<file path="config.mk">
export PLATFORM = sky130hd
export DESIGN_NAME = voice_channel_allocator
export DESIGN_NICKNAME = d
export VERILOG_FILES = /design/src/hw/rtl/vca_pkg.sv /design/src/hw/rtl/vca_chan_mem.sv /design/src/hw/rtl/vca_scan.sv /design/src/hw/rtl/voice_channel_allocator.sv
export SDC_FILE = /design/constraint.sdc
export NUM_CORES = 1
export LEC_CHECK = 0
export ABC_AREA = 1
export BUFFER_PORTS_ARGS = -buffer_cell sky130_fd_sc_hd__buf_2
export CORE_UTILIZATION = 40
export DETAILED_ROUTE_END_ITERATION = 6
export PLACE_DENSITY = 0.54
export SYNTH_ARGS = -nofsm -noshare
export SYNTH_HDL_FRONTEND = slang
export SYNTH_SLANG_ARGS = --single-unit
</file>
<file path="constraint.sdc">
create_clock -name clk -period 14.2 [get_ports clk]
set_input_delay 2.13 -clock clk [delete_from_list [all_inputs] [get_ports clk]]
set_output_delay 2.13 -clock clk [all_outputs]
set_load 0.02 [all_outputs]
</file>
<file path="src/hw/rtl/vca_pkg.sv">
`default_nettype none

package vca_pkg;

	localparam int DEF_NUM_CHANNELS  = 8;
	localparam int DEF_SOUND_ID_BITS = 8;

	localparam int HANDLE_W = 32;
	localparam int CLASS_W  = 2;
	localparam int KEY_W    = CLASS_W + HANDLE_W;

	localparam logic [2:0] ACT_PLAY     = 3'd0;
	localparam logic [2:0] ACT_STOP     = 3'd1;
	localparam logic [2:0] ACT_PAUSE    = 3'd2;
	localparam logic [2:0] ACT_RESUME   = 3'd3;
	localparam logic [2:0] ACT_QUERY    = 3'd4;
	localparam logic [2:0] ACT_STOP_ALL = 3'd5;
	localparam logic [2:0] ACT_UPDATE   = 3'd6;

	localparam logic [2:0] CMD_NONE     = 3'd0;
	localparam logic [2:0] CMD_START    = 3'd1;
	localparam logic [2:0] CMD_HALT     = 3'd2;
	localparam logic [2:0] CMD_PAUSE    = 3'd3;
	localparam logic [2:0] CMD_RESUME   = 3'd4;
	localparam logic [2:0] CMD_HALT_ALL = 3'd5;

	localparam logic [1:0] SND_STOPPED = 2'd0;
	localparam logic [1:0] SND_PLAYING = 2'd1;
	localparam logic [1:0] SND_PAUSED  = 2'd2;

	localparam logic [0:0] ST_DONE      = 1'b0;
	localparam logic [0:0] ST_NOT_FOUND = 1'b1;

	// Steal priority: lower class wins before the handle is compared.
	localparam logic [CLASS_W-1:0] CLS_SAME    = 2'd0;
	localparam logic [CLASS_W-1:0] CLS_ONESHOT = 2'd1;
	localparam logic [CLASS_W-1:0] CLS_ANY     = 2'd2;
	localparam logic [CLASS_W-1:0] CLS_NONE    = 2'd0;

	typedef struct packed {
		logic clear;
		logic en;
		logic find;
	} scan_ctl_t;

endpackage

`default_nettype wire

</file>
<file path="src/hw/rtl/vca_chan_mem.sv">
`default_nettype none

module vca_chan_mem #(
	parameter int NUM_CHANNELS  = vca_pkg::DEF_NUM_CHANNELS,
	parameter int SOUND_ID_BITS = vca_pkg::DEF_SOUND_ID_BITS,
	localparam int CH_BITS = (NUM_CHANNELS > 1) ? $clog2(NUM_CHANNELS) : 1
) (
	input  wire logic                          clk,
	input  wire logic                          we,
	input  wire logic [CH_BITS-1:0]            waddr,
	input  wire logic [vca_pkg::HANDLE_W-1:0]  wr_handle,
	input  wire logic [SOUND_ID_BITS-1:0]      wr_sound,
	input  wire logic                          wr_loop,
	input  wire logic                          re,
	input  wire logic [CH_BITS-1:0]            raddr,
	output logic      [vca_pkg::HANDLE_W-1:0]  rd_handle,
	output logic      [SOUND_ID_BITS-1:0]      rd_sound,
	output logic                               rd_loop
);

	logic [vca_pkg::HANDLE_W-1:0] handle_mem [NUM_CHANNELS];
	logic [SOUND_ID_BITS-1:0]     sound_mem  [NUM_CHANNELS];
	logic                         loop_mem   [NUM_CHANNELS];

	always_ff @(posedge clk) begin
		if (we) begin
			handle_mem[waddr] <= wr_handle;
			sound_mem[waddr]  <= wr_sound;
			loop_mem[waddr]   <= wr_loop;
		end
	end

	always_ff @(posedge clk) begin
		if (re) begin
			rd_handle <= handle_mem[raddr];
			rd_sound  <= sound_mem[raddr];
			rd_loop   <= loop_mem[raddr];
		end
	end

endmodule

`default_nettype wire

</file>
<file path="src/hw/rtl/vca_scan.sv">
`default_nettype none

module vca_scan #(
	parameter int NUM_CHANNELS = vca_pkg::DEF_NUM_CHANNELS,
	localparam int CH_BITS = (NUM_CHANNELS > 1) ? $clog2(NUM_CHANNELS) : 1
) (
	input  wire logic                        clk,
	input  wire logic                        arst_n,
	input  wire vca_pkg::scan_ctl_t          ctl,
	input  wire logic [vca_pkg::KEY_W-1:0]   key,
	input  wire logic [vca_pkg::KEY_W-1:0]   target,
	input  wire logic [CH_BITS-1:0]          chan,
	output logic                             found,
	output logic      [CH_BITS-1:0]          best_chan
);

	logic [vca_pkg::KEY_W-1:0] best_key_q;
	logic [vca_pkg::KEY_W-1:0] operand;
	logic                      key_lt;
	logic                      key_eq;
	logic                      take;

	// One comparator serves both the handle lookup and the oldest-voice search.
	assign operand = ctl.find ? target : best_key_q;
	assign key_lt  = key < operand;
	assign key_eq  = key == operand;
	assign take    = ctl.en && (ctl.find ? (!found && key_eq) : (!found || key_lt));

	always_ff @(posedge clk or negedge arst_n) begin
		if (!arst_n) begin
			found <= 1'b0;
		end else if (ctl.clear) begin
			found <= 1'b0;
		end else if (take) begin
			found <= 1'b1;
		end
	end

	always_ff @(posedge clk) begin
		if (take) begin
			best_key_q <= key;
			best_chan  <= chan;
		end
	end

endmodule

`default_nettype wire

</file>
<file path="src/hw/rtl/voice_channel_allocator.sv">
`default_nettype none

// Channel   Signals                                               Handshake
// request   action sound_id looping handle playing_mask           start, taken when !busy
// result    status sound_state channel new_handle mixer_cmd       done, one-cycle beat
//           loop_forever stolen freed_mask
//
// Play with a free channel, stop-all, update and unused actions go from start straight to
// the apply state, which registers done. Stop, pause, resume, query and a play that must
// steal a voice first pass through the scan, which reads one channel entry per cycle
// through the single read port of the channel memory and one shared comparator.
// A new beat may start in the cycle that done is high. Reset clears all channels and
// the handle counter at once. The receiver cannot stall the result beat.

module voice_channel_allocator #(
	parameter int NUM_CHANNELS  = vca_pkg::DEF_NUM_CHANNELS,
	parameter int SOUND_ID_BITS = vca_pkg::DEF_SOUND_ID_BITS
) (
	input  wire logic        clk,
	input  wire logic        arst_n,
	input  wire logic        start,
	output logic             busy,
	input  wire logic [2:0]  action,
	input  wire logic [7:0]  sound_id,
	input  wire logic        looping,
	input  wire logic [31:0] handle,
	input  wire logic [7:0]  playing_mask,
	output logic             done,
	output logic             status,
	output logic      [1:0]  sound_state,
	output logic      [2:0]  channel,
	output logic      [31:0] new_handle,
	output logic      [2:0]  mixer_cmd,
	output logic             loop_forever,
	output logic             stolen,
	output logic      [7:0]  freed_mask
);

	localparam int CH_BITS = (NUM_CHANNELS > 1) ? $clog2(NUM_CHANNELS) : 1;
	localparam int UPD_N   = (NUM_CHANNELS < 8) ? NUM_CHANNELS : 8;
	localparam logic [CH_BITS-1:0] LAST_CH = CH_BITS'(NUM_CHANNELS - 1);

	typedef enum logic [1:0] {
		S_IDLE,
		S_SCAN,
		S_APPLY
	} state_t;

	state_t                          state_q;
	logic [2:0]                      action_q;
	logic [SOUND_ID_BITS-1:0]        snd_q;
	logic                            loop_q;
	logic [vca_pkg::HANDLE_W-1:0]    h_q;
	logic [7:0]                      pmask_q;
	logic                            free_hit_q;
	logic [CH_BITS-1:0]              free_idx_q;
	logic                            issue_q;
	logic [CH_BITS-1:0]              rd_idx_q;
	logic                            rd_v_s1;
	logic [CH_BITS-1:0]              rd_chan_s1;
	logic [NUM_CHANNELS-1:0]         valid_q;
	logic [NUM_CHANNELS-1:0]         paused_q;
	logic [vca_pkg::HANDLE_W-1:0]    last_handle_q;

	logic [15:0]                     sid_ext;
	logic [SOUND_ID_BITS-1:0]        snd_in;
	logic                            free_hit;
	logic [CH_BITS-1:0]              free_idx;

	logic [vca_pkg::HANDLE_W-1:0]    rd_handle;
	logic [SOUND_ID_BITS-1:0]        rd_sound;
	logic                            rd_loop;
	logic [vca_pkg::CLASS_W-1:0]     cls;
	logic [vca_pkg::KEY_W-1:0]       scan_key;
	logic [vca_pkg::KEY_W-1:0]       scan_target;
	vca_pkg::scan_ctl_t              scan_ctl;
	logic                            scan_found;
	logic [CH_BITS-1:0]              scan_chan;

	logic [CH_BITS-1:0]              k;
	logic [NUM_CHANNELS-1:0]         valid_nx;
	logic [NUM_CHANNELS-1:0]         paused_nx;
	logic [vca_pkg::HANDLE_W-1:0]    lh_nx;
	logic                            wr_en;
	logic                            res_status;
	logic [1:0]                      res_state;
	logic [CH_BITS-1:0]              res_chan;
	logic [vca_pkg::HANDLE_W-1:0]    res_nh;
	logic [2:0]                      res_cmd;
	logic                            res_lf;
	logic                            res_stolen;
	logic [7:0]                      res_freed;

	assign busy    = state_q != S_IDLE;
	assign sid_ext = {8'h00, sound_id};
	assign snd_in  = sid_ext[SOUND_ID_BITS-1:0];

	always_comb begin
		free_hit = 1'b0;
		free_idx = '0;
		for (int i = NUM_CHANNELS - 1; i >= 0; i--) begin
			if (!valid_q[i]) begin
				free_hit = 1'b1;
				free_idx = CH_BITS'(i);
			end
		end
	end

	vca_chan_mem #(
		.NUM_CHANNELS (NUM_CHANNELS),
		.SOUND_ID_BITS(SOUND_ID_BITS)
	) u_mem (
		.clk      (clk),
		.we       (wr_en && (state_q == S_APPLY)),
		.waddr    (k),
		.wr_handle(lh_nx),
		.wr_sound (snd_q),
		.wr_loop  (loop_q),
		.re       (issue_q),
		.raddr    (rd_idx_q),
		.rd_handle(rd_handle),
		.rd_sound (rd_sound),
		.rd_loop  (rd_loop)
	);

	always_comb begin
		if (rd_sound == snd_q) begin
			cls = vca_pkg::CLS_SAME;
		end else if (!rd_loop) begin
			cls = vca_pkg::CLS_ONESHOT;
		end else begin
			cls = vca_pkg::CLS_ANY;
		end
	end

	assign scan_ctl.clear = (state_q == S_IDLE) && start;
	assign scan_ctl.en    = (state_q == S_SCAN) && rd_v_s1 && valid_q[rd_chan_s1];
	assign scan_ctl.find  = action_q != vca_pkg::ACT_PLAY;
	assign scan_key       = scan_ctl.find ? {vca_pkg::CLS_NONE, rd_handle} : {cls, rd_handle};
	assign scan_target    = {vca_pkg::CLS_NONE, h_q};

	vca_scan #(
		.NUM_CHANNELS(NUM_CHANNELS)
	) u_scan (
		.clk      (clk),
		.arst_n   (arst_n),
		.ctl      (scan_ctl),
		.key      (scan_key),
		.target   (scan_target),
		.chan     (rd_chan_s1),
		.found    (scan_found),
		.best_chan(scan_chan)
	);

	always_comb begin
		valid_nx   = valid_q;
		paused_nx  = paused_q;
		lh_nx      = last_handle_q;
		wr_en      = 1'b0;
		res_status = vca_pkg::ST_DONE;
		res_state  = vca_pkg::SND_STOPPED;
		res_chan   = '0;
		res_nh     = '0;
		res_cmd    = vca_pkg::CMD_NONE;
		res_lf     = 1'b0;
		res_stolen = 1'b0;
		res_freed  = '0;
		if (action_q == vca_pkg::ACT_PLAY) begin
			k = free_hit_q ? free_idx_q : (scan_found ? scan_chan : '0);
		end else begin
			k = scan_chan;
		end
		case (action_q)
			vca_pkg::ACT_PLAY: begin
				lh_nx        = last_handle_q + 32'd1;
				wr_en        = 1'b1;
				valid_nx[k]  = 1'b1;
				paused_nx[k] = 1'b0;
				res_chan     = k;
				res_nh       = lh_nx;
				res_cmd      = vca_pkg::CMD_START;
				res_lf       = loop_q;
				res_stolen   = !free_hit_q;
			end
			vca_pkg::ACT_STOP: begin
				if (!scan_found) begin
					res_status = vca_pkg::ST_NOT_FOUND;
				end else begin
					valid_nx[k]  = 1'b0;
					paused_nx[k] = 1'b0;
					res_cmd      = vca_pkg::CMD_HALT;
					res_chan     = k;
				end
			end
			vca_pkg::ACT_PAUSE: begin
				if (!scan_found) begin
					res_status = vca_pkg::ST_NOT_FOUND;
				end else if (!paused_q[k]) begin
					paused_nx[k] = 1'b1;
					res_cmd      = vca_pkg::CMD_PAUSE;
					res_chan     = k;
				end
			end
			vca_pkg::ACT_RESUME: begin
				if (!scan_found) begin
					res_status = vca_pkg::ST_NOT_FOUND;
				end else if (paused_q[k]) begin
					paused_nx[k] = 1'b0;
					res_cmd      = vca_pkg::CMD_RESUME;
					res_chan     = k;
				end
			end
			vca_pkg::ACT_QUERY: begin
				if (!scan_found) begin
					res_status = vca_pkg::ST_NOT_FOUND;
				end else begin
					res_state = paused_q[k] ? vca_pkg::SND_PAUSED : vca_pkg::SND_PLAYING;
				end
			end
			vca_pkg::ACT_STOP_ALL: begin
				valid_nx  = '0;
				paused_nx = '0;
				res_cmd   = vca_pkg::CMD_HALT_ALL;
			end
			vca_pkg::ACT_UPDATE: begin
				for (int i = 0; i < UPD_N; i++) begin
					if (valid_q[i] && !pmask_q[i]) begin
						valid_nx[i]  = 1'b0;
						paused_nx[i] = 1'b0;
						res_freed[i] = 1'b1;
					end
				end
			end
			default: begin
			end
		endcase
	end

	always_ff @(posedge clk or negedge arst_n) begin
		if (!arst_n) begin
			state_q       <= S_IDLE;
			done          <= 1'b0;
			issue_q       <= 1'b0;
			rd_v_s1       <= 1'b0;
			valid_q       <= '0;
			paused_q      <= '0;
			last_handle_q <= '0;
			status        <= 1'b0;
			sound_state   <= '0;
			channel       <= '0;
			new_handle    <= '0;
			mixer_cmd     <= vca_pkg::CMD_NONE;
			loop_forever  <= 1'b0;
			stolen        <= 1'b0;
			freed_mask    <= '0;
		end else begin
			case (state_q)
				S_IDLE: begin
					done <= 1'b0;
					if (start) begin
						action_q   <= action;
						snd_q      <= snd_in;
						loop_q     <= looping;
						h_q        <= handle;
						pmask_q    <= playing_mask;
						free_hit_q <= free_hit;
						free_idx_q <= free_idx;
						rd_idx_q   <= '0;
						if (action == vca_pkg::ACT_PLAY && free_hit) begin
							state_q <= S_APPLY;
						end else if (action == vca_pkg::ACT_PLAY || action == vca_pkg::ACT_STOP ||
								action == vca_pkg::ACT_PAUSE || action == vca_pkg::ACT_RESUME ||
								action == vca_pkg::ACT_QUERY) begin
							state_q <= S_SCAN;
							issue_q <= 1'b1;
						end else begin
							state_q <= S_APPLY;
						end
					end
				end
				S_SCAN: begin
					rd_v_s1    <= issue_q;
					rd_chan_s1 <= rd_idx_q;
					if (issue_q) begin
						if (rd_idx_q == LAST_CH) begin
							issue_q <= 1'b0;
						end else begin
							rd_idx_q <= rd_idx_q + CH_BITS'(1);
						end
					end
					if (rd_v_s1 && rd_chan_s1 == LAST_CH) begin
						state_q <= S_APPLY;
					end
				end
				S_APPLY: begin
					rd_v_s1       <= 1'b0;
					valid_q       <= valid_nx;
					paused_q      <= paused_nx;
					last_handle_q <= lh_nx;
					status        <= res_status;
					sound_state   <= res_state;
					channel       <= 3'(res_chan);
					new_handle    <= res_nh;
					mixer_cmd     <= res_cmd;
					loop_forever  <= res_lf;
					stolen        <= res_stolen;
					freed_mask    <= res_freed;
					done          <= 1'b1;
					state_q       <= S_IDLE;
				end
				default: begin
					state_q <= S_IDLE;
				end
			endcase
		end
	end

endmodule

`default_nettype wire

</file>
# Yosys cells after proc, flatten, opt, wreduce, memory -nomap -nowiden
# Memory sizes are Yosys's and may differ from the RTL's. A register that Yosys moved wholly into a read port is not among the register bits.
# Index checks and enable logic that the tools add are counted.
[classes]
n_addsub = 2
order_cmp = 4
eq_ne = 35
reduce_logical = 67
mux = 97
bitwise_logic = 5
[ops]
columns = ["op", "n"]
rows = [
  ["34-bit two-way mux", 2],
  ["32-bit two-way mux", 2],
  ["8-bit AND reduction", 8],
  ["8-bit two-way mux", 7],
  ["3-bit two-way mux", 17],
  ["8-bit case mux with 6 select lines", 1],
  ["1-bit two-way mux", 43],
  ["4-bit AND reduction", 10],
  ["34-bit equality test", 1],
  ["34-bit less-than comparator", 1],
  ["32-bit by 1-bit adder with 32-bit output, second input constant", 1],
  ["8-bit case mux with 4 select lines", 1],
  ["2-bit two-way mux", 14],
  ["2-bit != test, second input constant", 14],
  ["3-bit equality test, second input constant", 6],
  ["1-bit logical AND", 17],
  ["8-bit bitwise AND", 2],
  ["8-bit OR", 2],
  ["3-bit case mux with 5 select lines", 1],
  ["3-bit by 2-bit equality test with 1-bit output, second input constant", 4],
  ["3-bit case mux with 4 select lines", 1],
  ["1-bit logical NOT", 10],
  ["2-bit by 1-bit != test with 1-bit output, second input constant", 5],
  ["2-bit nonzero test", 5],
  ["23 further kinds", 35],
]
[word_totals]
out_inout_bits = 53
register_bits = 204
n_memories = 3
mem_bits_rw = 328
[memory_table]
columns = ["name", "words", "width", "rd", "rd_clocked_by_memory_dff", "write_ports", "line_no", "source"]
rows = [
  ["u_mem.handle_mem", 8, 32, 1, 1, 1, "vca_chan_mem.sv:21", "logic [vca_pkg::HANDLE_W-1:0] handle_mem [NUM_CHANNELS];"],
  ["u_mem.sound_mem", 8, 8, 1, 1, 1, "vca_chan_mem.sv:22", "logic [SOUND_ID_BITS-1:0] sound_mem [NUM_CHANNELS];"],
  ["u_mem.loop_mem", 8, 1, 1, 1, 1, "vca_chan_mem.sv:23", "logic loop_mem [NUM_CHANNELS];"],
]

# Logic depth before layout (Yosys ltp)
# Gate-level depths: netlist of run 1.
[depth]
word_depth = 12
mapped_depth = 17
depth_no_buf = 15

# Cells and area by module
# Synthesis of run 1 repeated with hierarchy kept, for this count alone.
[hier_totals]
hier_cells = 2697
area_unflattened_um2 = 26416.6
[by_module_without_submodules]
columns = ["mod", "cells_each", "instances", "area_each_um2", "seq_area_each_um2"]
rows = [
  ["vca_chan_mem", 1476, 1, 15592.5, 11080.6],
  ["voice_channel_allocator", 1000, 1, 8431.8, 4464.3],
  ["vca_scan", 221, 1, 2392.3, 1136.1],
]

# Least setup slack after synthesis of run 1
# OpenSTA, ideal clock, no wires.
[synth_path]
path_kind = "input port to flip-flop"
from = "input start"
to = "register action_q[0] (enable)"
path_stages = 2
setup_slack_ns = 9.176
setup_time_ns = 0.470
arrival_ns = 4.554
n_path_buf = 0
path_cell_list = "nand2_1 -> nor2_1"
[synth_via]
elab_chain_cells = 1
[synth_lines]
columns = ["element", "line_no", "source"]
rows = [
  ["start: declaration", "voice_channel_allocator.sv:21", "input wire logic start,"],
  ["3-bit AND reduction (no line)", "n/a", ""],
  ["end signal: assignment", "voice_channel_allocator.sv:261", "action_q <= action;"],
  ["end: declaration", "voice_channel_allocator.sv:50", "logic [2:0] action_q;"],
]
# Every way passes these cells.
# A chain may end at the register's enable or synchronous reset.

# Final worst setup path of run 1
[layout_path]
from = "register action_q[0]"
to = "register u_scan.best_key_q[21] (netlist name) (enable)"
[layout_via]
elab_chain_cells = 6
[layout_lines]
columns = ["element", "line_no", "source"]
rows = [
  ["3-bit nonzero test (*)", "voice_channel_allocator.sv:138", "assign scan_ctl.find = action_q != vca_pkg::ACT_PLAY;"],
  ["34-bit two-way mux (*)", "voice_channel_allocator.sv:139", "assign scan_key = scan_ctl.find ? {vca_pkg::CLS_NONE, rd_handle} : {cls, rd_handle};"],
  ["net scan_key, one bit", "voice_channel_allocator.sv:74", "logic [vca_pkg::KEY_W-1:0] scan_key;"],
  ["34-bit less-than comparator or 34-bit equality test (tied branches)", "vca_scan.sv:25, vca_scan.sv:26", ""],
  ["1-bit logical OR or 1-bit logical AND (tied branches)", "vca_scan.sv:27", "assign take = ctl.en && (ctl.find ? (!found && key_eq) : (!found || key_lt));"],
  ["1-bit two-way mux (*)", "vca_scan.sv:27", ""],
  ["1-bit logical AND (*)", "vca_scan.sv:27", ""],
  ["net u_scan.take", "vca_scan.sv:21", "logic take;"],
  ["end signal: assignment", "vca_scan.sv:41", "best_key_q <= key;"],
  ["end: declaration", "vca_scan.sv:17", "logic [vca_pkg::KEY_W-1:0] best_key_q;"],
]
# Mark *: on every way through the listed nets, which the timed path passes. The rest lies on a longest branch.

==> results of run 1 <==
[per-layer routing]
layer / up-vias / share of wire (%)
li1: 7748 / -
met1: 7964 / 45
met2: 332 / 48
met3: 112 / 4.4
met4: 2 / 2.8
met5: - / 0.021
[cells by family after synthesis]
group,count (synthesis),synth area share [%]
DFF,573,68.6
xor gates and xnor gates,8,0.288
AOI/OAI and AO/OA,449,10.1
and+or+nand+nor,787,13.9
adders and majority gates,41,2.11
muxes,31,1.28
buffers and inverters,228,3.70
[per-stage QoR]
step | std cells | hold WS, ns | utilization, % | total power, uW
floorplan | 2117 | 0.426 | - | 2600
global placement | 2941 | 0.440 | 42.8 | 2860
detailed placement | 2941 | 0.447 | 42.8 | 2880
CTS | 3053 | 0.458 | 46.3 | 4570
global route | 3053 | 0.470 | 46.3 | 4720
finish | 3053 | 0.456 | 46.3 | 4520
[how the worst max path moves through the flow]
stage | start | endpoint | slack, ns | cells past startpoint
after floorplan | start | action_q[0] | 9.18 | 2
after global placement | snd_q[5] | u_scan.best_key_q[19] | 9.93 | 12
after detailed placement | action_q[0] | u_scan.best_key_q[21] | 9.83 | 13
after CTS | action_q[0] | u_scan.best_key_q[21] | 9.78 | 13
after global routing | action_q[0] | u_scan.best_key_q[21] | 9.50 | 13
final | action_q[0] | u_scan.best_key_q[21] | 9.81 | 13
[power breakdown]
| part | leakage [uW] | internal (uW) | total [uW] | switching (uW) |
|---|---|---|---|---|
| registers | 0.00584 | 1990 | 2080 | 93.7 |
| logic | 0.00394 | 221 | 757 | 536 |
| clock network | 0.00103 | 1000 | 1680 | 679 |
| total | 0.0108 | 3210 | 4520 | 1310 |
[synthesized netlist by cell type, types with 2 or more instances]
master	n	area share, %
o21bai_1	4	0.12
o22ai_1	44	1.1
xor2_1	4	0.14
o31ai_1	9	0.28
nand3_1	65	1.3
buf_2	8	0.16
dfrtp_1	105	11
o2bb2ai_1	3	0.11
buf_1	16	0.25
nor2_4	2	0.093
buf_6	3	0.14
edfxtp_1	468	58
xnor2_1	4	0.14
ha_1	41	2.1
nand2_4	3	0.14
a211oi_1	2	0.062
o21ai_1	4	0.082
nor3_1	19	0.39
or2_2	11	0.28
nor2_2	3	0.077
nand3_2	2	0.082
inv_2	8	0.12
nor4_1	5	0.13
a31oi_1	44	1.1
nand4_1	50	1.3
o211ai_1	5	0.15
a21oi_1	50	1.0
o21ai_0	274	5.6
a32oi_1	3	0.11
mux2i_1	31	1.3
inv_1	122	1.9
nand2_8	3	0.25
nor3_2	3	0.12
o41ai_1	2	0.072
nand2_2	6	0.15
clkbuf_1	67	1.0
nor2_1	357	5.5
nand2_1	254	3.9
[registers in the layout, summed over array words and instances (netlist names), 2 cells and up]
register,flops
u_mem.sound_mem,64
new_handle,32
valid_q,8
paused_q,8
free_idx_q,3
u_scan.best_key_q,34
u_scan.best_chan,3
rd_idx_q,3
u_mem.loop_mem,8
action_q,3
channel,3
rd_chan_s1,3
freed_mask,8
state_q,2
h_q,32
last_handle_q,32
u_mem.handle_mem,256
pmask_q,8
mixer_cmd,3
snd_q,8
u_mem.rd_handle,32
sound_state,2
u_mem.rd_sound,8
[area by class of cell]
type,count,share of cell area (%)
Sequential cell,573,59.8
Multi-Input combinational cell,1316,24.4
Clock buffer,69,5.65
Tap cell,782,3.51
Timing Repair Buffer,137,2.78
Clock inverter,43,2.04
Inverter,133,1.84
[worst max-delay path, cell delays in order (launching register included)]
cell and delay [ns]:
edfxtp_1 0.45, nor2_4 0.22, nand2_8 0.31, inv_6 0.60, o41ai_1 0.40, nor2_1 0.24
ha_1 0.18, nand2_1 0.09, nor3_1 0.19, nand3_1 0.09, nor3_1 0.14, o21ai_0 0.20
a21oi_4 0.44, buf_4 0.45
==> reports/results.ini, run 1 <==
[place]
dp_slack_ns = 9.83
placedInstanceArea_um2 = 25800
gp_congestion = 0.864
numPortBuffers = 107
hpwl_um = 35800

[cts]
htree_levels = 2
clkTransAtPathRegs_ns = 0.06
postCtsHoldBufs = 0
clk_latency_ns = 0.66
clock-sinks = 573
cts_resized = 0
cts-root-buf = clkbuf_16
cts_tree = done
ctsLongestPathBuffers = 3
post-cts-setup-buffers = 0
cts_made_buffers = 61

[routing]
routed_via_density = 5.29
drt-total-wl_um = 61300
drt_iter0_markers = 1157
vias = 16200
wl_per_cell_um = 20.1
drtPass1Iterations = 5
ant_nets = 0
remaining_drc_errors = 0

[global_route]
busiest_layer = met2
grt_pass1_wl_um = 92900
grt_util_all_layers_pct = 19.6
antenna_found_initial = 1
grtUsageMet2_pct = 33.0
grt_max_degree = 169
grt_pass1_vias = 15800
overflow = 0
use_met1_pct = 26.2
met3_usage_pct = 2.71

[logic_synthesis]
syn_inst = 2117
synth_seq_cells = 573
synth_cell_types = 51
synth-main-ff-cell = edfxtp_1
async_flop_share_pct = 18.3
synth_nets = 2213
synth_edf_count = 468
syn_avg_cell_area_um2 = 11.5
synth_area_um2 = 24300
synth_warnings = 0
yosysSeqAreaShare_pct = 68.6

[hold_path]
hp-start = u_mem.rd_handle[16]
hold-path-endpoint = u_scan.best_key_q[16]
hold_class = reg -> reg
min_path_cells = 0

[sta]
tightest_slew_ns = 1.20
skew_ns = 0.0355
layout_min_cycle_time_ns = 4.39
finalSetupViolations = 0
layout_setup_ws_ns = 9.81
max_slew_margin_pct = 19.0
finalHoldViolCount = 0
slew_viol_final = 0
fin_crit_sh_pct = 30.9
max_freq_mhz = 228
tns_ns = 0
rsz0062_at_grt = false

[power]
p_leak_uw = 0.0108
power.density_nw_per_um2 = 162
max-vdd-ir-drop_mv = 0.113

[cells_and_area]
fin_area_um2 = 27900
finalNetCount = 2318
seqCellArea_um2 = 16700
area_delta_synth_final_pct = 14.8
final_common_cell = edfxtp_1
final_cell_mix = 468 x edfxtp_1, 348 x nor2_1, 273 x o21ai_0
diodes = 0
multiInputGateArea_um2 = 6820
fill_cells = 5438
layout-drive-gt1-share_pct = 12.7

[outcome]
status = complete, no violations

[critical_path]
cp.required_ns = 14.49
reg2reg_from = action_q[0]
r2r_end = u_scan.best_key_q[21]
worstSetupStartpointType = flop
worst-path-max-fanout = 86
rr_worst_depth = 13
crit_arrival_ns = 4.68
crit_path_end_kind = flop
r2r_slack_ns = 9.81
path_class = reg -> reg

[die]
chipWidth_um = 249
fp.coreArea_um2 = 60200
fp.dieArea_um2 = 61800
die_y_um = 249
start_util_pct = 40.4
row_count = 90
ioPinCount = 108

[job]
maxCapViolCount = 0

Power figures use the tool's default switching activity.
==> inputs of run 2 (changes only) <==
Settings changed: ABC_AREA 1 to 0.
Clock period 14.2 ns to 4.1 ns, I/O delays scaled along.
==> reports/results.ini, run 2 <==
[cts]
cts-root-buf = clkbuf_16
clock-sinks = 573  ; unchanged
ctsLongestPathBuffers = 3  ; unchanged
clkTransAtPathRegs_ns = 0.06  ; about the same
clk_latency_ns = 0.62  ; -0.04 ns
post-cts-setup-buffers = 0  ; unchanged
cts_tree = done
cts_made_buffers = 59  ; -3.3%
htree_levels = 2  ; unchanged
postCtsHoldBufs = 0  ; unchanged

[logic_synthesis]
syn_inst = 1456  ; -31%
synthMostInstantiatedCell = edfxtp_1
synth_nets = 1552  ; -30%
synth_common_cells = 468 x edfxtp_1, 105 x dfrtp_1, 94 x nand2_1, 84 x mux4_2, 73 x nor2_1
yosysSeqAreaShare_pct = 70.4  ; +1.8 points
synth_warnings = 0  ; unchanged
synth_top_area_share_pct = 59.3  ; +1.5 points
synth_area_um2 = 23700  ; -2.5%
synth-main-ff-cell = edfxtp_1
synth_seq_cells = 573  ; unchanged
yosysTopAreaCell = edfxtp_1
synth_area_leaders = edfxtp_1 59%, dfrtp_1 11%, mux4_2 8.0%
synth_cell_types = 58  ; +14%
synth_edf_count = 468  ; unchanged
async_flop_share_pct = 18.3  ; unchanged
syn_avg_cell_area_um2 = 16.3  ; +42%

[sta]
skew_ns = 0.0109  ; -0.0246 ns
fin_crit_sh_pct = 94.0  ; +63 points
max_slew_margin_pct = 28.9  ; +9.9 points
tightest_slew_ns = 1.05  ; -0.144 ns
rsz0062_at_grt = false
layout_min_cycle_time_ns = 3.85  ; -0.539 ns
max_freq_mhz = 259  ; +14%
holdWs_ns = 0.0999  ; -0.356 ns
tns_ns = 0  ; unchanged
finalSetupViolations = 0  ; unchanged
finalHoldViolCount = 0  ; unchanged
slew_viol_final = 0  ; unchanged

[power]
p_seq_share_pct = 48.6  ; +2.5 points
power.density_nw_per_um2 = 550  ; +240%
p_sw_share_pct = 27.5  ; -1.5 points
combPwrFrac_pct = 18.1  ; +1.3 points
power.switching_uw = 4110  ; +210%
p_clk_share_pct = 33.3  ; -3.8 points
max-vdd-ir-drop_mv = 0.378  ; +230%
p_int_uw = 10800  ; +240%
p_leak_uw = 0.0104  ; -4.2%

[critical_path]
critPathBufInv = 2  ; unchanged
cpPeakStageDelay_ns = 0.50  ; -0.10 ns
path_cells = xor2_1, nor4_2, buf_4, nand2_1, and3_1, ha_1, nand4_1, or2_2, nor4_4, nand3_1, a2111o_1, a21oi_4, buf_12
crit_path_end_kind = flop
rr_worst_depth = 13  ; unchanged
crit_arrival_ns = 4.16  ; -0.52 ns
path_class = reg -> reg
worstSetupStartpointType = flop
crit_family = simple AND/OR/NAND/NOR gates
worst-path-stages = 13  ; unchanged
slowest_stage = edfxtp_1
worst-path-max-fanout = 24  ; -72%
cp.required_ns = 4.41  ; -10.08 ns

[routing]
wl_per_cell_um = 23.0  ; +15%
vias = 12700  ; -21%
drt_iter0_markers = 810  ; -30%
drtPass1Iterations = 5  ; unchanged
routed_via_density = 5.29  ; -0.12%
remaining_drc_errors = 0  ; unchanged
ant_nets = 0  ; unchanged
drt-total-wl_um = 55300  ; -9.8%

[global_route]
grtUsageMet2_pct = 30.6  ; -2.4 points
grt_util_all_layers_pct = 18.8  ; -0.80 points
grt_pass1_wl_um = 84300  ; -9.3%
met3_usage_pct = 2.75  ; +0.039 points
grt_pass1_vias = 13400  ; -16%
use_met1_pct = 26.8  ; +0.63 points
antenna_found_initial = 0  ; -1
overflow = 0  ; unchanged
busiest_layer = met2
grt_max_degree = 67  ; -60%

[die]
row_count = 88  ; -2.2%
fp.coreArea_um2 = 58100  ; -3.5%
fp.dieArea_um2 = 60200  ; -2.5%
die_y_um = 245  ; -1.3%
chipWidth_um = 245  ; -1.3%
ioPinCount = 108  ; unchanged
start_util_pct = 40.8  ; +0.40 points

[job]
maxCapViolCount = 0  ; unchanged

[place]
hpwl_um = 33500  ; -6.5%
gp_congestion = 0.833  ; -3.5%
numPortBuffers = 107  ; unchanged

[cells_and_area]
reg_top3 = u_mem.handle_mem: 256 flops, u_mem.sound_mem: 64 flops, u_scan.best_key_q: 34 flops
final_cell_mix = 468 x edfxtp_1, 106 x buf_2, 104 x dfrtp_1
seqCellArea_um2 = 16700  ; unchanged
top_register = u_mem.handle_mem
diodes = 0  ; unchanged
largest_register_ffs = 256  ; unchanged
multiInputGateArea_um2 = 6570  ; -3.6%
finalNetCount = 1688  ; -27%
area_delta_synth_final_pct = 14.8  ; about the same
final_common_cell = edfxtp_1
fill_cells = 5094  ; -6.3%
layout-drive-gt1-share_pct = 23.3  ; +11 points

[hold_path]
hold_class = in -> async

[outcome]
status = complete, no violations

## run 2: cell types whose count changed in the layout (fill, tap and decap cells not counted), sizes merged, moves of 50 or more
cell and change:
nor2 -289, nand3 -50, inv -68, nand2 -172, mux4 +84, o21ai -227
## run 2: area by class of cell
cell class                 instances  share of cell area [%]
timing repair buffer             149                    3.60
clock buffer                      77                    5.82
multi-input combinational        746                    24.1
inverter                          63                   0.888
tap                              765                    3.52
sequential                       573                    61.3
clock inverter                    29                   0.713
## run 2: path summary, 6_finish.rpt
path | end | startpoint | slack [ns]
max | u_scan.best_key_q[1] | snd_q[5] | 0.25
min | channel[0] | arst_n | 0.1
max reg2reg | u_scan.best_key_q[1] | snd_q[5] | 0.25
min reg2reg | u_scan.best_key_q[30] | u_mem.rd_handle[30] | 0.46
max in group asynchronous | new_handle[2] | arst_n | 2.65
min in group clk | pmask_q[4] | playing_mask[4] | 0.17
## run 2: cell families (layout without fill, tap and decap cells)
family / after synthesis / count (layout) / share of synthesized area, %
flops: 573 / 573 / 70.4
mux: 161 / 161 / 11.5
fa+ha+maj: 41 / 41 / 2.16
compound gates: 175 / 175 / 4.59
simple gates: 269 / 269 / 5.37
xor+xnor: 100 / 100 / 3.70
buf+inv: 137 / 318 / 2.33
## run 2: timing repair
item / in CTS / in global routing
endpoints found under the hold margin: 0 / 0
setup endpoints to repair: 0 / 37
gates resized for setup: 0 / 1
## run 2: through the flow
step	worst slack (ns)	utilization [%]	cell area (um2)	total power, uW	instances
after detailed placement	0.0337	43.7	25400	10100	2296
after floorplan	0.0188	-	23700	8890	1456
after global placement	0.0982	43.7	25400	10100	2296
final	0.246	46.8	27200	15000	2402
after global routing	0.0284	46.8	27200	15600	2402
after CTS	0.00940	46.8	27200	15200	2402
## run 2: per-layer routing
layer  routed length, um  part of all wire [%]  up-vias
met5                   0                     0        -
met4                 926                   1.7        0
met3                2190                   4.0       65
met2               26600                    48      253
met1               25600                    46     6573
li1                    -                     -     5806
## run 2: power by group through the flow
stage / clock network, uW / registers, uW / logic (uW)
2_1_floorplan: 0 / 7200 / 1690
3_3_place_gp: 0 / 7370 / 2730
3_5_place_dp: 0 / 7380 / 2750
4_1_cts: 5120 / 7260 / 2770
5_1_grt: 5340 / 7310 / 3000
6_report: 4980 / 7260 / 2710
==> inputs of run 3 (changes only) <==
Settings changed: SYNTH_HIERARCHICAL set to 1.
==> reports/results.ini, run 3 <==
[outcome]
status = complete, no violations

[routing]
topRoutingLayerUsed = met5
wl_met1_um = 26100  ; +2.1%
met2_length_um = 26500  ; -0.59%
wl_per_cell_um = 22.8  ; -1.1%
drtPass1Iterations = 7  ; +2
remaining_drc_errors = 0  ; unchanged
vias = 13400  ; +5.7%
routed_via_density = 5.41  ; +2.4%
dr_wl_met3_um = 2700  ; +24%
drt-total-wl_um = 56500  ; +2.1%
drt_iter0_markers = 808  ; -0.25%
ant_nets = 0  ; unchanged

[cts]
htree_levels = 2  ; unchanged
cts_resized = 0  ; unchanged
ctsLongestPathBuffers = 3  ; unchanged
cts_tree = done
cts-root-buf = clkbuf_16
clock-sinks = 573  ; unchanged
clk_latency_ns = 0.62  ; about the same
clkTransAtPathRegs_ns = 0.06  ; about the same
cts_made_buffers = 60  ; +1.7%

[die]
fp.coreArea_um2 = 60800  ; +4.6%
row_count = 90  ; +2.3%
fp.dieArea_um2 = 63000  ; +4.5%
die_y_um = 251  ; +2.2%
ioPinCount = 108  ; unchanged
start_util_pct = 40.8  ; about the same
chipWidth_um = 251  ; +2.2%

[cells_and_area]
seqCellArea_um2 = 16700  ; unchanged
final_common_cell = edfxtp_1
layout-drive-gt1-share_pct = 19.5  ; -3.8 points
fill_cells = 5281  ; +3.7%
top_register = u_mem/handle_mem
area_delta_synth_final_pct = 14.1
finalNetCount = 1744  ; +3.3%
largest_register_ffs = 256  ; unchanged
multiInputGateArea_um2 = 7300  ; +11%
final_cell_mix = 468 x edfxtp_1, 106 x buf_2, 104 x dfrtp_1
diodes = 0  ; unchanged
final_util_pct = 46.5  ; -0.31 points
reg_top3 = u_mem/handle_mem: 256 flops, u_mem/sound_mem: 64 flops, u_scan/best_key_q: 34 flops

[logic_synthesis]
synth_common_cells = 468 x edfxtp_1, 105 x dfrtp_1, 99 x nand2_1, 80 x mux4_1, 69 x inv_1
synth-main-ff-cell = edfxtp_1
yosysTopAreaCell = edfxtp_1
synth_seq_cells = 573  ; unchanged
syn_inst = 1528  ; +4.9%
syn_avg_cell_area_um2 = 16.2  ; -0.36%
synth_area_um2 = 24800  ; +4.6%
synth_edf_count = 468  ; unchanged
synth_area_leaders = edfxtp_1 57%, dfrtp_1 11%, mux4_1 8.5%
synthMostInstantiatedCell = edfxtp_1
synth_cell_types = 77  ; +33%
async_flop_share_pct = 18.3  ; unchanged
synth_top_area_share_pct = 56.7  ; -2.6 points
yosysSeqAreaShare_pct = 67.3  ; -3.1 points
synth_warnings = 6  ; +6

[critical_path]
path_class = reg -> reg
crit_arrival_ns = 3.92  ; -0.24 ns
critPathBufInv = 2  ; unchanged
worstSetupStartpointType = flop
cp.required_ns = 4.40  ; about the same
cpPeakStageDelay_ns = 0.51  ; about the same
crit_path_end_kind = flop
crit_family = simple AND/OR/NAND/NOR gates
worst-path-max-fanout = 26  ; +8.3%
path_cells = xor2_1, nor4_1, buf_4, nand2_1, and3_1, ha_1, nand4_2, nor4_4, nand4_1, a21bo_1, o32ai_4, buf_12
slowest_stage = edfxtp_1

[sta]
skew_ns = 0.0191  ; +0.00820 ns
slew_viol_final = 0  ; unchanged
rsz0062_at_grt = false
layout_min_cycle_time_ns = 3.62  ; -0.237 ns
tightest_slew_ns = 0.998  ; -0.0574 ns
max_slew_margin_pct = 33.5  ; +4.6 points
fin_crit_sh_pct = 88.2  ; -5.8 points
finalSetupViolations = 0  ; unchanged
tns_ns = 0  ; unchanged
finalHoldViolCount = 0  ; unchanged
max_freq_mhz = 276  ; +6.6%

[power]
p_clk_share_pct = 35.7  ; +2.4 points
max-vdd-ir-drop_mv = 0.396  ; +4.5%
power.switching_uw = 4310  ; +5.0%
p_seq_share_pct = 46.6  ; -2.0 points
p_leak_uw = 0.00989  ; -4.5%
power.density_nw_per_um2 = 557  ; +1.3%
combPwrFrac_pct = 17.7  ; -0.4 points
p_total_uw = 15700  ; +5.2%
p_int_uw = 11400  ; +5.3%
p_sw_share_pct = 27.4  ; -0.052 points

[global_route]
overflow = 0  ; unchanged
grt_pass1_vias = 13600  ; +2.0%
grt_util_all_layers_pct = 18.1  ; -0.71 points
antenna_found_initial = 3  ; +3
grt_max_degree = 83  ; +24%
grt_pass1_wl_um = 85200  ; +1.1%

[hold_path]
hold_class = in -> reg

[place]
numPortBuffers = 107  ; unchanged
hpwl_um = 34800  ; +4.1%
gp_congestion = 0.792  ; -5.0%

[job]
maxCapViolCount = 0  ; unchanged

-- run 3: worst register-to-register path, stage by stage, from the launching register on --
cell	delay (ns)
edfxtp_1	0.51
xor2_1	0.21
nor4_1	0.40
buf_4	0.19
nand2_1	0.05
and3_1	0.24
ha_1	0.32
nand4_2	0.19
nor4_4	0.37
nand4_1	0.13
a21bo_1	0.25
o32ai_4	0.17
buf_12	0.25
-- run 3: path summary, 6_finish.rpt --
kind                       slack [ns]  cells after the start                     to                start
min in group asynchronous        0.51                      2          freed_mask[4]               arst_n
min reg2reg                      0.46                      0  u_scan/best_key_q[28]  u_mem/rd_handle[28]
min                              0.17                      1             pmask_q[2]      playing_mask[2]
max in group asynchronous        2.20                      3       last_handle_q[4]               arst_n
max reg2reg                      0.48                     12  u_scan/best_key_q[27]             snd_q[1]
max                              0.48                     12  u_scan/best_key_q[27]             snd_q[1]
-- run 3: through the flow --
step	setup WS (ns)	instance area (um2)	std cells	hold slack, ns
floorplan	0.0188	24800	1529	0.319
CTS	0.394	28300	2479	0.128
finish	0.483	28300	2479	0.171
global placement	0.528	26200	2367	0.447
global route	0.175	28300	2479	0.144
detailed placement	0.414	26200	2367	0.452
-- run 3: cell families (layout without fill, tap and decap cells) --
| logic type | Yosys count | in the layout | synth area share (%) |
|---|---|---|---|
| multiplexers | 164 | 164 | 12.3 |
| adder cells (fa/ha/maj) | 41 | 41 | 2.07 |
| AND/OR/NAND/NOR | 299 | 299 | 6.23 |
| flip-flops | 573 | 573 | 67.3 |
| XOR/XNOR | 99 | 99 | 3.50 |
| other | 1 | 2 | 0.0151 |
| AO/OA/AOI/OAI | 191 | 191 | 5.01 |
| buffers and inverters | 160 | 328 | 3.56 |
-- run 3: power groups by stage --
stage               clock network, uW  logic (uW)  registers (uW)
floorplan                           0        2010            7320
global placement                    0        2780            7440
detailed placement                  0        2810            7450
CTS                              5780        2820            7340
global route                     5970        3080            7390
finish                           5620        2790            7330
-- run 3: what timing repair did --
item                                   CTS  global route
setup buffers                            0             0
hold buffers                             1             0
endpoints found under the hold margin   34             0
-- run 3: cell type report --
class	instances	share of cell area [%]
Clock inverter	39	1.56
Clock buffer	72	5.65
Inverter	70	0.929
Sequential cell	573	59.0
Multi-Input combinational cell	796	25.8
Timing Repair Buffer	147	3.55
Tap cell	782	3.46
-- run 3: metal layers --
| metal | track usage (%) | up-vias |
|---|---|---|
| met4 | 4.88 | 2 |
| met2 | 29.3 | 324 |
| met5 | 0 | - |
| li1 | - | 6128 |
| met3 | 3.05 | 87 |
| met1 | 25.4 | 6876 |
